### src/sv/atl_pkg.sv
// ----------------------------------------------------------------------------
// atl_pkg: shared types and constants of the ASID translation buffer
// Sizes, field widths, page arithmetic helpers, command and status codes.
// ----------------------------------------------------------------------------
package atl_pkg;

  localparam int ENTRIES     = 32;
  localparam int PAGE_SHIFT  = 12;
  localparam int LEVEL_SHIFT = 9;
  localparam int VA_W        = 48;
  localparam int PA_W        = 64;
  localparam int ASID_W      = 16;
  localparam int PERM_W      = 4;
  localparam int STAMP_W     = 32;
  localparam int VPN_W       = VA_W - PAGE_SHIFT;
  localparam int PPN_W       = PA_W - PAGE_SHIFT;
  localparam int IDX_W       = (ENTRIES > 1) ? $clog2(ENTRIES) : 1;
  localparam int CNT_W       = $clog2(ENTRIES + 1);
  localparam int PERM_LARGE  = 3;
  localparam int IN_DATA_W   = ((VA_W + ASID_W + PERM_W + PA_W + 7) / 8) * 8;

  typedef enum logic [1:0] {
    CMD_LOOKUP = 2'd0,
    CMD_INSERT = 2'd1,
    CMD_REMOVE = 2'd2,
    CMD_FLUSH  = 2'd3
  } cmd_t;

  typedef enum logic [1:0] {
    STS_HIT   = 2'd0,
    STS_MISS  = 2'd1,
    STS_FAULT = 2'd2,
    STS_DONE  = 2'd3
  } sts_t;

  typedef enum logic [2:0] {
    ST_IDLE, ST_MATCH, ST_EXEC, ST_READ, ST_EVICT, ST_FLUSH, ST_RESP
  } state_t;

  typedef struct packed {
    logic             hit;
    logic [IDX_W-1:0] idx;
  } match_t;

  typedef logic [ENTRIES-1:0]             vld_vec_t;
  typedef logic [ENTRIES-1:0][ASID_W-1:0] asid_arr_t;
  typedef logic [ENTRIES-1:0][VPN_W-1:0]  vpn_arr_t;

  // Virtual page number, aligned down to a large page when asked.
  function automatic logic [VPN_W-1:0] vpn_of(input logic [VA_W-1:0] va,
                                              input logic big);
    logic [VPN_W-1:0] v;
    v = va[VA_W-1:PAGE_SHIFT];
    if (big) v[LEVEL_SHIFT-1:0] = '0;
    return v;
  endfunction

  function automatic logic [PPN_W-1:0] ppn_of(input logic [PA_W-1:0] pa,
                                              input logic big);
    logic [PPN_W-1:0] p;
    p = pa[PA_W-1:PAGE_SHIFT];
    if (big) p[LEVEL_SHIFT-1:0] = '0;
    return p;
  endfunction

  function automatic logic [PA_W-1:0] offset_of(input logic [VA_W-1:0] va,
                                                input logic big);
    logic [PA_W-1:0] o;
    o = '0;
    o[PAGE_SHIFT-1:0] = va[PAGE_SHIFT-1:0];
    if (big) o[PAGE_SHIFT+LEVEL_SHIFT-1:PAGE_SHIFT] =
      va[PAGE_SHIFT+LEVEL_SHIFT-1:PAGE_SHIFT];
    return o;
  endfunction

endpackage

### src/sv/atl_match.sv
// ----------------------------------------------------------------------------
// atl_match: associative tag compare
// Compares all tags at once; small pages win over large, lowest index first.
// Result registered.
// ----------------------------------------------------------------------------
module atl_match import atl_pkg::*; (
  input  logic             clk,
  input  vld_vec_t         valid,
  input  vld_vec_t         big,
  input  asid_arr_t        tag_asid,
  input  vpn_arr_t         tag_vpn,
  input  logic [ASID_W-1:0] key_asid,
  input  logic [VPN_W-1:0]  key_vpn,
  output match_t           res
);

  vld_vec_t hit_small;
  vld_vec_t hit_large;
  match_t   res_next;

  always_comb begin
    for (int i = 0; i < ENTRIES; i++) begin
      logic [VPN_W-1:0] diff;
      diff = tag_vpn[i] ^ key_vpn;
      if (big[i]) diff[LEVEL_SHIFT-1:0] = '0;
      hit_small[i] = valid[i] && (tag_asid[i] == key_asid) && (diff == '0) && !big[i];
      hit_large[i] = valid[i] && (tag_asid[i] == key_asid) && (diff == '0) && big[i];
    end
  end

  // priority pick: scan downward so the lowest index is written last
  always_comb begin
    res_next = '0;
    for (int i = ENTRIES - 1; i >= 0; i--) begin
      if (hit_large[i]) begin
        res_next.hit = 1'b1;
        res_next.idx = IDX_W'(i);
      end
    end
    for (int i = ENTRIES - 1; i >= 0; i--) begin
      if (hit_small[i]) begin
        res_next.hit = 1'b1;
        res_next.idx = IDX_W'(i);
      end
    end
  end

  always_ff @(posedge clk) begin
    res <= res_next;
  end

endmodule

### config.mk
export PLATFORM = sky130hd
export DESIGN_NAME = atl_match
export DESIGN_NICKNAME = d
export VERILOG_FILES = /design/src/sv/atl_pkg.sv /design/src/sv/atl_match.sv
export SDC_FILE = /design/constraint.sdc
export NUM_CORES = 1
export LEC_CHECK = 0
export BUFFER_PORTS_ARGS = -buffer_cell sky130_fd_sc_hd__buf_2
export CAP_MARGIN = 5
export CORE_AREA = 2 2 694 696
export DETAILED_ROUTE_END_ITERATION = 8
export DIE_AREA = 0 0 696 698
export PLACE_DENSITY = 0.3
export REMOVE_ABC_BUFFERS = 1
export SLEW_MARGIN = 20
export SYNTH_ARGS = -nofsm -noshare
export SYNTH_HDL_FRONTEND = slang
export SYNTH_SLANG_ARGS = --single-unit
export TNS_END_PERCENT = 1
### constraint.sdc
create_clock -name clk -period 5.4 [get_ports clk]
set_input_delay 0.54 -clock clk [delete_from_list [all_inputs] [get_ports clk]]
set_output_delay 0.54 -clock clk [all_outputs]
set_load 0.02 [all_outputs]
==> impl_metrics.toml, run 1 <==
[layout]
layout_top_registers = "res x6"
layout.cells.most_common = "sky130_fd_sc_hd__buf_2"
final-instance-count-excl-fill = 11100
flip_flop_count_of_the_largest_register_after_layout = 6
final_standard_cell_utilization_of_the_core_pct = 8.37
layout-drive-gt1-share_pct = 46.0
areaGrowthSynthToFinish_pct = 95.6
final_cell_mix = "1740 x sky130_fd_sc_hd__buf_2, 795 x sky130_fd_sc_hd__xnor2_1, 760 x sky130_fd_sc_hd__xor2_1"
fin_nets = 6379
max_flop_register = "res"

[setup_path]
crit_top_cell = "sky130_fd_sc_hd__buf_4"
setup.worst_path.end_class = "register"
timing.setup.critical_path_class = "input port to register"
crit_path_top_delay_cell = "sky130_fd_sc_hd__nor4_1"
crit_required_ns = 5.51
cp-startpoint = "key_vpn[12]"
kind_of_launch_point_of_the_worst_setup_path = "input port"
worst-path-max-fanout = 11
arrival_ns = 5.17
worstPathCellList = "buf_6 > buf_4 > xor2_1 > nor4_1 > buf_4 > nand4_1 > nor4_4 > buf_4 > nand2_1 > a21bo_2 > a31oi_1 > buf_4 > o31ai_1 > a221oi_1 > o221ai_1 > a221o_1"
endpoint = "res[0]"
largest_stage_delay_on_the_critical_path_ns = 0.62

[sta]
fmaxAchievable_mhz = 198
hold_viol_final = 0
timing_worst_slew_pin_value_ns = 1.14
finalCriticalPeriod_ns = 5.05
rsz0062_at_grt = "false"
slew_headroom_pct = 24.2
postLayoutSetupSlackWorst_ns = 0.346
slew_viol_final = 0
fin_crit_sh_pct = 93.6
setup_viol_count_final = 0
fin_tns_setup_ns = 0

[place]
detailedPlace.worstSlack_ns = -0.317
place.detailed.instances = 11000
gp_routability_congestion = 0.901
hpwlAfterDp_mm = 428
portBuffers = 1786

[clocking]
cts_num_sinks = 6
clkTransAtPathRegs_ns = 0.04
postCtsSetupRepairBufs = 0
clock_path_buffers = 2
depth_of_the_cts_h_tree = 1
clockRootBuffer = "sky130_fd_sc_hd__clkbuf_16"
cts_tree = "built"
numCtsBuffers = 3

[min_path]
worstHoldPathCells = 4
hold_class = "input port to register"

[drt]
total_length_of_routed_wires_mm = 475
viasPerCell = 2.91
detail-route-antenna-nets = 0
detailedRoute.firstPassIterationCount = 5
routedWlPerCell_um = 42.6
vias = 32500
detailedRoute.firstIterationViolations = 2455
remaining_drc_errors = 0

[logic_synthesis]
post_synth_inst_count = 2734
dominant_combinational_cell_family_by_area_after_synthesis = "XOR/XNOR gates"
postSynthAreaPerCell_um2 = 7.47
ys.flop_type = "sky130_fd_sc_hd__dfxtp_1"
synth_compound_gate_area_share_pct = 5.73
async_reset_ff_share_pct = 0
synth_adder_area_share_pct = 0
yosys.area_share.xor_xnor_pct = 66.9
number_of_enable_flip_flop_cells_after_synthesis = 0
synth.distinct_cells = 62
yosys_register_bits = 6
synth-warning-count = 0
yosysSeqAreaShare_pct = 0.588
synth.mux.area_fraction_pct = 0
synth_area_mm2 = 0.0204
synthSimpleGateAreaFrac_pct = 21.1

[floorplan]
die-area_mm2 = 0.486
die_x_um = 696
chip_height_um = 698
fp.coreArea_mm2 = 0.478
io_pins = 1787
floorplan.rows = 254
starting_utilization_of_the_core_area_pct = 4.28

[pwr]
power-per-cell-area_mw_per_mm2 = 99.2
static_power_due_to_leakage_nw = 15.1
max-vdd-ir-drop_mv = 0.0898

[job]
drv_cap = 0

[grt]
grt_first_pass_wirelength_mm = 547
grt_max_degree = 33
groute.usage.overall_pct = 18.7
grt_overflow = 0
antenna_found_initial = 530
grt_pass1_vias = 32700

[run_status]
outcome = "finished, final reports clean"
==> final cells by class <==
type                       instances  area, um2
tap                             6400       8010
inverter                          72        270
antenna                          147        368
fill                           56600     438000
clock buffer                       3       75.1
multi-input combinational       2458      19400
timing repair buffer            2057      11700
sequential                         6        120
==> routing by layer <==
layer  wire, um  GRT usage (%)
met5       1590              0
met4      14200           4.11
met3      33300           4.70
met2     238000           34.0
met1     188000           21.9
==> metrics by stage <==
step | hold slack [ns] | total power [mW] | instance area, um2
floorplan | 0.828 | 1.08 | 19500
finish | 0.840 | 3.96 | 40000
CTS | 0.844 | 4.09 | 39600
detailed placement | 0.971 | 3.95 | 39500
global route | 0.862 | 4.16 | 39700
global placement | 0.975 | 3.99 | 39300
==> synth_stat cells, types with 7 or more instances <==
library cell / instances / share of area (%)
sky130_fd_sc_hd__xnor2_1: 799 / 34
sky130_fd_sc_hd__xor2_1: 760 / 33
sky130_fd_sc_hd__nor4_1: 242 / 7.4
sky130_fd_sc_hd__nand4_1: 233 / 7.1
sky130_fd_sc_hd__buf_2: 104 / 2.5
sky130_fd_sc_hd__inv_1: 70 / 1.3
sky130_fd_sc_hd__nand2_1: 68 / 1.2
sky130_fd_sc_hd__clkbuf_1: 49 / 0.90
sky130_fd_sc_hd__nor3_1: 45 / 1.1
sky130_fd_sc_hd__buf_1: 44 / 0.81
sky130_fd_sc_hd__nand3_1: 38 / 0.93
sky130_fd_sc_hd__nor2_1: 32 / 0.59
sky130_fd_sc_hd__o22ai_1: 24 / 0.74
sky130_fd_sc_hd__nand2b_1: 22 / 0.67
sky130_fd_sc_hd__a21oi_1: 18 / 0.44
sky130_fd_sc_hd__nor2b_1: 16 / 0.49
sky130_fd_sc_hd__o21ai_0: 16 / 0.39
sky130_fd_sc_hd__and3_1: 15 / 0.46
sky130_fd_sc_hd__a221oi_1: 12 / 0.51
sky130_fd_sc_hd__o2111ai_1: 11 / 0.47
sky130_fd_sc_hd__and2_1: 9 / 0.28
sky130_fd_sc_hd__a2111oi_0: 8 / 0.34
sky130_fd_sc_hd__o221ai_1: 8 / 0.34
sky130_fd_sc_hd__o2bb2ai_1: 7 / 0.30
sky130_fd_sc_hd__or2_2: 7 / 0.21
sky130_fd_sc_hd__or4_1: 7 / 0.26
==> worst max-delay path, delay by kind of cell <==
family / cells / cell delay, ns
compound gates: 6 / 1.37
xor+xnor: 1 / 0.26
buf+inv: 5 / 1.41
simple gates: 4 / 1.47
==> where the power goes <==
group / internal (mW) / switching [mW] / leakage [nW]
clock: 0.0952 / 0.0262 / 0.0379
combinational: 1.33 / 2.46 / 15.0
sequential: 0.0446 / 0.000000000000114 / 0.0483
==> what timing repair did <==
action                                  4_1_cts  5_1_grt
hold buffers                                  0        0
endpoints found under the setup margin        1        0
resized for setup                             1        0
==> logic make-up after synthesis <==
logic type | Yosys count
xor gates and xnor gates | 1560
and+or+nand+nor | 743
buffers and inverters | 270
AOI/OAI and AO/OA | 155
DFF | 6
==> worst min-delay path by stage <==
stage / start / end
global route: big[0] / res[0]
global placement: res[5] / res[5]
detailed placement: res[5] / res[5]
floorplan: big[0] / res[0]
CTS: big[0] / res[0]
finish: big[0] / res[0]
Power figures use the tool's default switching activity.
==> inputs of run 2 (changes only) <==
Clock period 5.4 ns to 6 ns, I/O delays scaled along.
==> impl_metrics.toml, run 2 (same netlist as run 1, synthesis figures left out) <==
[setup_path]
cp-startpoint = "key_vpn[13]"
arrival_ns = 5.83
endpoint = "res[0]"
crit_required_ns = 6.10
setup.worst_path.end_class = "register"
kind_of_launch_point_of_the_worst_setup_path = "input port"
worst-path-max-fanout = 15
timing.setup.critical_path_class = "input port to register"

[drt]
detailedRoute.firstPassIterationCount = 5
detail-route-antenna-nets = 0
remaining_drc_errors = 0
viasPerCell = 2.94
total_length_of_routed_wires_mm = 473
vias = 32700
detailedRoute.firstIterationViolations = 2721
routedWlPerCell_um = 42.6

[run_status]
outcome = "finished, final reports clean"

[sta]
hold_viol_final = 0
fin_crit_sh_pct = 95.4
slew_headroom_pct = 9.51
setup_viol_count_final = 0
finalCriticalPeriod_ns = 5.72
fmaxAchievable_mhz = 175
slew_viol_final = 0
rsz0062_at_grt = "false"
timing_worst_slew_pin_value_ns = 1.34
fin_tns_setup_ns = 0

[grt]
grt_first_pass_wirelength_mm = 545
grt_pass1_vias = 32700
grt_overflow = 0
grt_max_degree = 29
groute.usage.overall_pct = 18.7
antenna_found_initial = 601

[floorplan]
die-area_mm2 = 0.486
starting_utilization_of_the_core_area_pct = 4.28
fp.coreArea_mm2 = 0.478
floorplan.rows = 254
io_pins = 1787
die_x_um = 696
chip_height_um = 698

[layout]
max_flop_register = "res"
final_standard_cell_utilization_of_the_core_pct = 8.23
layout-drive-gt1-share_pct = 45.2
layout.cells.most_common = "sky130_fd_sc_hd__buf_2"
final-instance-count-excl-fill = 11100
regArea_um2 = 120
stdcell_area_mm2 = 0.0393
multiInputGateArea_mm2 = 0.0194
count_of_filler_cells_inserted_in_the_layout = 56500
fin_nets = 6315
final_cell_mix = "1739 x sky130_fd_sc_hd__buf_2, 795 x sky130_fd_sc_hd__xnor2_1, 756 x sky130_fd_sc_hd__xor2_1"
areaGrowthSynthToFinish_pct = 92.6
flip_flop_count_of_the_largest_register_after_layout = 6
layout_top_registers = "res x6"

[place]
place.detailed.instances = 10900
gp_routability_congestion = 0.893
hpwlAfterDp_mm = 422
portBuffers = 1786
dpl-instance-area_mm2 = 0.0388

[clocking]
postCtsSetupRepairBufs = 0
clock_path_buffers = 2
cts.repair.resized = 0
numCtsBuffers = 3
clockRootBuffer = "sky130_fd_sc_hd__clkbuf_16"
cts_tree = "built"
cts_num_sinks = 6
clkTransAtPathRegs_ns = 0.03
ctsHoldBuffers = 0
depth_of_the_cts_h_tree = 1

[pwr]
max-vdd-ir-drop_mv = 0.0998
power-per-cell-area_mw_per_mm2 = 88.0
static_power_due_to_leakage_nw = 14.7

[min_path]
worstHoldPathCells = 4
hold_class = "input port to register"

[job]
drv_cap = 0
-- run 2: cell types whose count changed in the layout (fill, tap and decap cells not counted), sizes merged --
cell	delta
buf	-64
diode	+19
-- run 2: cell type report --
class | instances | area share (%)
timing repair buffer | 1993 | 28.0
multi-input combinational | 2458 | 49.4
antenna | 166 | 1.06
clock buffer | 3 | 0.191
sequential | 6 | 0.305
inverter | 72 | 0.687
tap | 6400 | 20.4
-- run 2: worst min path at each step --
| stage | from | to | slack [ns] |
|---|---|---|---|
| 2_1_floorplan | big[0] | res[0] | 0.89 |
| 3_3_place_gp | res[5] | res[5] | 1.06 |
| 3_5_place_dp | res[5] | res[5] | 1.04 |
| 4_1_cts | big[0] | res[0] | 0.98 |
| 5_1_grt | big[0] | res[0] | 1.0 |
| 6_report | big[0] | res[0] | 0.96 |
-- run 2: stage by stage --
stage,power [mW],setup slack (ns),hold WS [ns]
after global placement,3.48,-0.439,1.06
after CTS,3.57,0.0974,0.976
final,3.46,0.278,0.959
after global routing,3.64,0.0997,0.995
after detailed placement,3.44,-0.106,1.04
after floorplan,0.973,2.59,0.888
-- run 2: metal layers --
layer / vias up / GRT usage (%) / wire [um]
met5: - / 0 / 1430
met4: 214 / 3.54 / 15800
met3: 1079 / 4.76 / 33800
met2: 2484 / 33.9 / 234000
met1: 15700 / 21.9 / 188000
li1: 13200 / - / -
-- run 2: power by group --
group	switching (mW)	leakage [nW]	internal, mW
logic	2.15	14.6	1.17
registers	0.000000000000123	0.0483	0.0401
clock network	0.0237	0.0380	0.0857
-- run 2: critical path, stage by stage --
cell	delay (ns)
sky130_fd_sc_hd__buf_6	0.47
sky130_fd_sc_hd__buf_4	0.33
sky130_fd_sc_hd__xor2_1	0.20
sky130_fd_sc_hd__nor4_1	0.96
sky130_fd_sc_hd__nand3_1	0.50
sky130_fd_sc_hd__nor4_4	0.79
sky130_fd_sc_hd__buf_4	0.26
sky130_fd_sc_hd__nand2_1	0.09
sky130_fd_sc_hd__a21bo_2	0.22
sky130_fd_sc_hd__a31oi_1	0.23
sky130_fd_sc_hd__o31ai_1	0.11
sky130_fd_sc_hd__a221oi_1	0.36
sky130_fd_sc_hd__o221ai_1	0.22
sky130_fd_sc_hd__a221o_1	0.39
==> inputs of run 3 (changes only) <==
Settings changed: CORE_AREA 2 2 694 696 to 2 2 698 700, DIE_AREA 0 0 696 698 to 0 0 700 702.
Clock period 6 ns to 5.4 ns, I/O delays scaled along.
==> impl_metrics.toml, run 3 (same netlist as run 1, synthesis figures left out) <==
[run_status]
outcome = "finished, final reports clean"

[floorplan]
io_pins = 1787
chip_height_um = 702
floorplan.rows = 256
fp.coreArea_mm2 = 0.484
starting_utilization_of_the_core_area_pct = 4.22
die_x_um = 700
die-area_mm2 = 0.491

[drt]
detailedRoute.firstIterationViolations = 2500
remaining_drc_errors = 0
vias = 32900
detailedRoute.firstPassIterationCount = 5
total_length_of_routed_wires_mm = 497
routedWlPerCell_um = 44.4
viasPerCell = 2.93
detail-route-antenna-nets = 0

[grt]
gr-max-usage-layer = "met2"
global_route.usage.met2_pct = 35.5
grt_first_pass_wirelength_mm = 569
grt_pass1_vias = 32500
grt_use_met3_pct = 5.26
globalRouteMet1Util_pct = 22.3
antenna_found_initial = 652
groute.usage.overall_pct = 19.4
grt_overflow = 0
grt_max_degree = 33

[clocking]
cts_tree = "built"
clockRootBuffer = "sky130_fd_sc_hd__clkbuf_16"
postCtsSetupRepairBufs = 0
clock_path_buffers = 2
cts_num_sinks = 6
clkTransAtPathRegs_ns = 0.03
numCtsBuffers = 3
depth_of_the_cts_h_tree = 1

[setup_path]
worst-path-max-fanout = 21
setup.worst_path.end_class = "register"
arrival_ns = 5.31
timing.setup.critical_path_class = "input port to register"
crit_required_ns = 5.51
kind_of_launch_point_of_the_worst_setup_path = "input port"

[pwr]
max-vdd-ir-drop_mv = 0.113
power-per-cell-area_mw_per_mm2 = 99.5
static_power_due_to_leakage_nw = 15.0
totalPowerFinal_mw = 3.96

[layout]
fin_nets = 6378
final_standard_cell_utilization_of_the_core_pct = 8.23
final_cell_mix = "1739 x sky130_fd_sc_hd__buf_2, 798 x sky130_fd_sc_hd__xnor2_1, 759 x sky130_fd_sc_hd__xor2_1"
count_of_filler_cells_inserted_in_the_layout = 57500
layout_top_registers = "res x6"
areaGrowthSynthToFinish_pct = 95.0
flip_flop_count_of_the_largest_register_after_layout = 6
regArea_um2 = 120
max_flop_register = "res"
multiInputGateArea_mm2 = 0.0194
layout-drive-gt1-share_pct = 45.9
layout.cells.most_common = "sky130_fd_sc_hd__buf_2"

[sta]
rsz0062_at_grt = "false"
fin_tns_setup_ns = 0
finalCriticalPeriod_ns = 5.20
slew_headroom_pct = 19.6
slew_viol_final = 0
fin_crit_sh_pct = 96.2
timing_worst_slew_pin_value_ns = 1.19
fmaxAchievable_mhz = 192
postLayoutSetupSlackWorst_ns = 0.203
hold_viol_final = 0
setup_viol_count_final = 0

[min_path]
worstHoldPathCells = 4
hold_class = "input port to register"
hp-start = "big[0]"
worstHoldEndpoint = "res[0]"

[place]
gp_routability_congestion = 0.898
hpwlAfterDp_mm = 449
detailedPlace.worstSlack_ns = -0.540
portBuffers = 1786

[job]
drv_cap = 0
run 3: metrics by stage:
stage	cells	instance area, um2	hold slack, ns
2_1_floorplan	2536	19500	0.828
3_3_place_gp	11000	39200	0.994
3_5_place_dp	11000	39300	0.987
4_1_cts	11000	39400	0.935
5_1_grt	11100	39600	0.980
6_report	11200	39800	0.929
run 3: layer usage:
| layer | share of wire [%] | vias up |
|---|---|---|
| met5 | 0.36 | - |
| met4 | 3.5 | 266 |
| met3 | 7.1 | 1186 |
| met2 | 50 | 2346 |
| met1 | 39 | 15800 |
| li1 | - | 13300 |
run 3: how the worst max path moves through the flow:
stage,cells after the start,end,from,slack [ns]
CTS,14,res[2],key_vpn[13],0.02
floorplan,12,res[0],key_vpn[32],2.05
global route,14,res[2],key_vpn[13],0.13
finish,13,res[0],key_vpn[17],0.20
detailed placement,13,res[0],key_vpn[17],-0.54
global placement,13,res[0],key_vpn[17],-0.67
run 3: area by class of cell:
class	count	share of cell area, %
flip-flops and latches	6	0.301
diodes	167	1.05
well taps	6450	20.3
clock buffers	3	0.188
multi-input cells	2458	48.7
repair buffers	2056	28.8
inverters	72	0.678
run 3: worst max-delay path, cell delays in order:
cell                        delay, ns
sky130_fd_sc_hd__buf_6           0.21
sky130_fd_sc_hd__xnor2_1         0.87
sky130_fd_sc_hd__nand4_1         0.30
sky130_fd_sc_hd__nor4_2          0.48
sky130_fd_sc_hd__nand4_1         0.52
sky130_fd_sc_hd__buf_4           0.33
sky130_fd_sc_hd__o22ai_1         0.18
sky130_fd_sc_hd__o2111ai_1       0.28
sky130_fd_sc_hd__a31oi_1         0.35
sky130_fd_sc_hd__o31ai_1         0.13
sky130_fd_sc_hd__a221oi_1        0.38
sky130_fd_sc_hd__o221ai_1        0.18
sky130_fd_sc_hd__a221o_1         0.37
run 3: where the power goes:
group	switching, mW	internal (mW)
clock	0.0248	0.0950
sequential	0.000000000000139	0.0446
combinational	2.48	1.32
run 3: timing repair:
action | in CTS | in global routing
hold buffers | 0 | 0
setup endpoints to repair | 3 | 0
resized for setup | 3 | 0
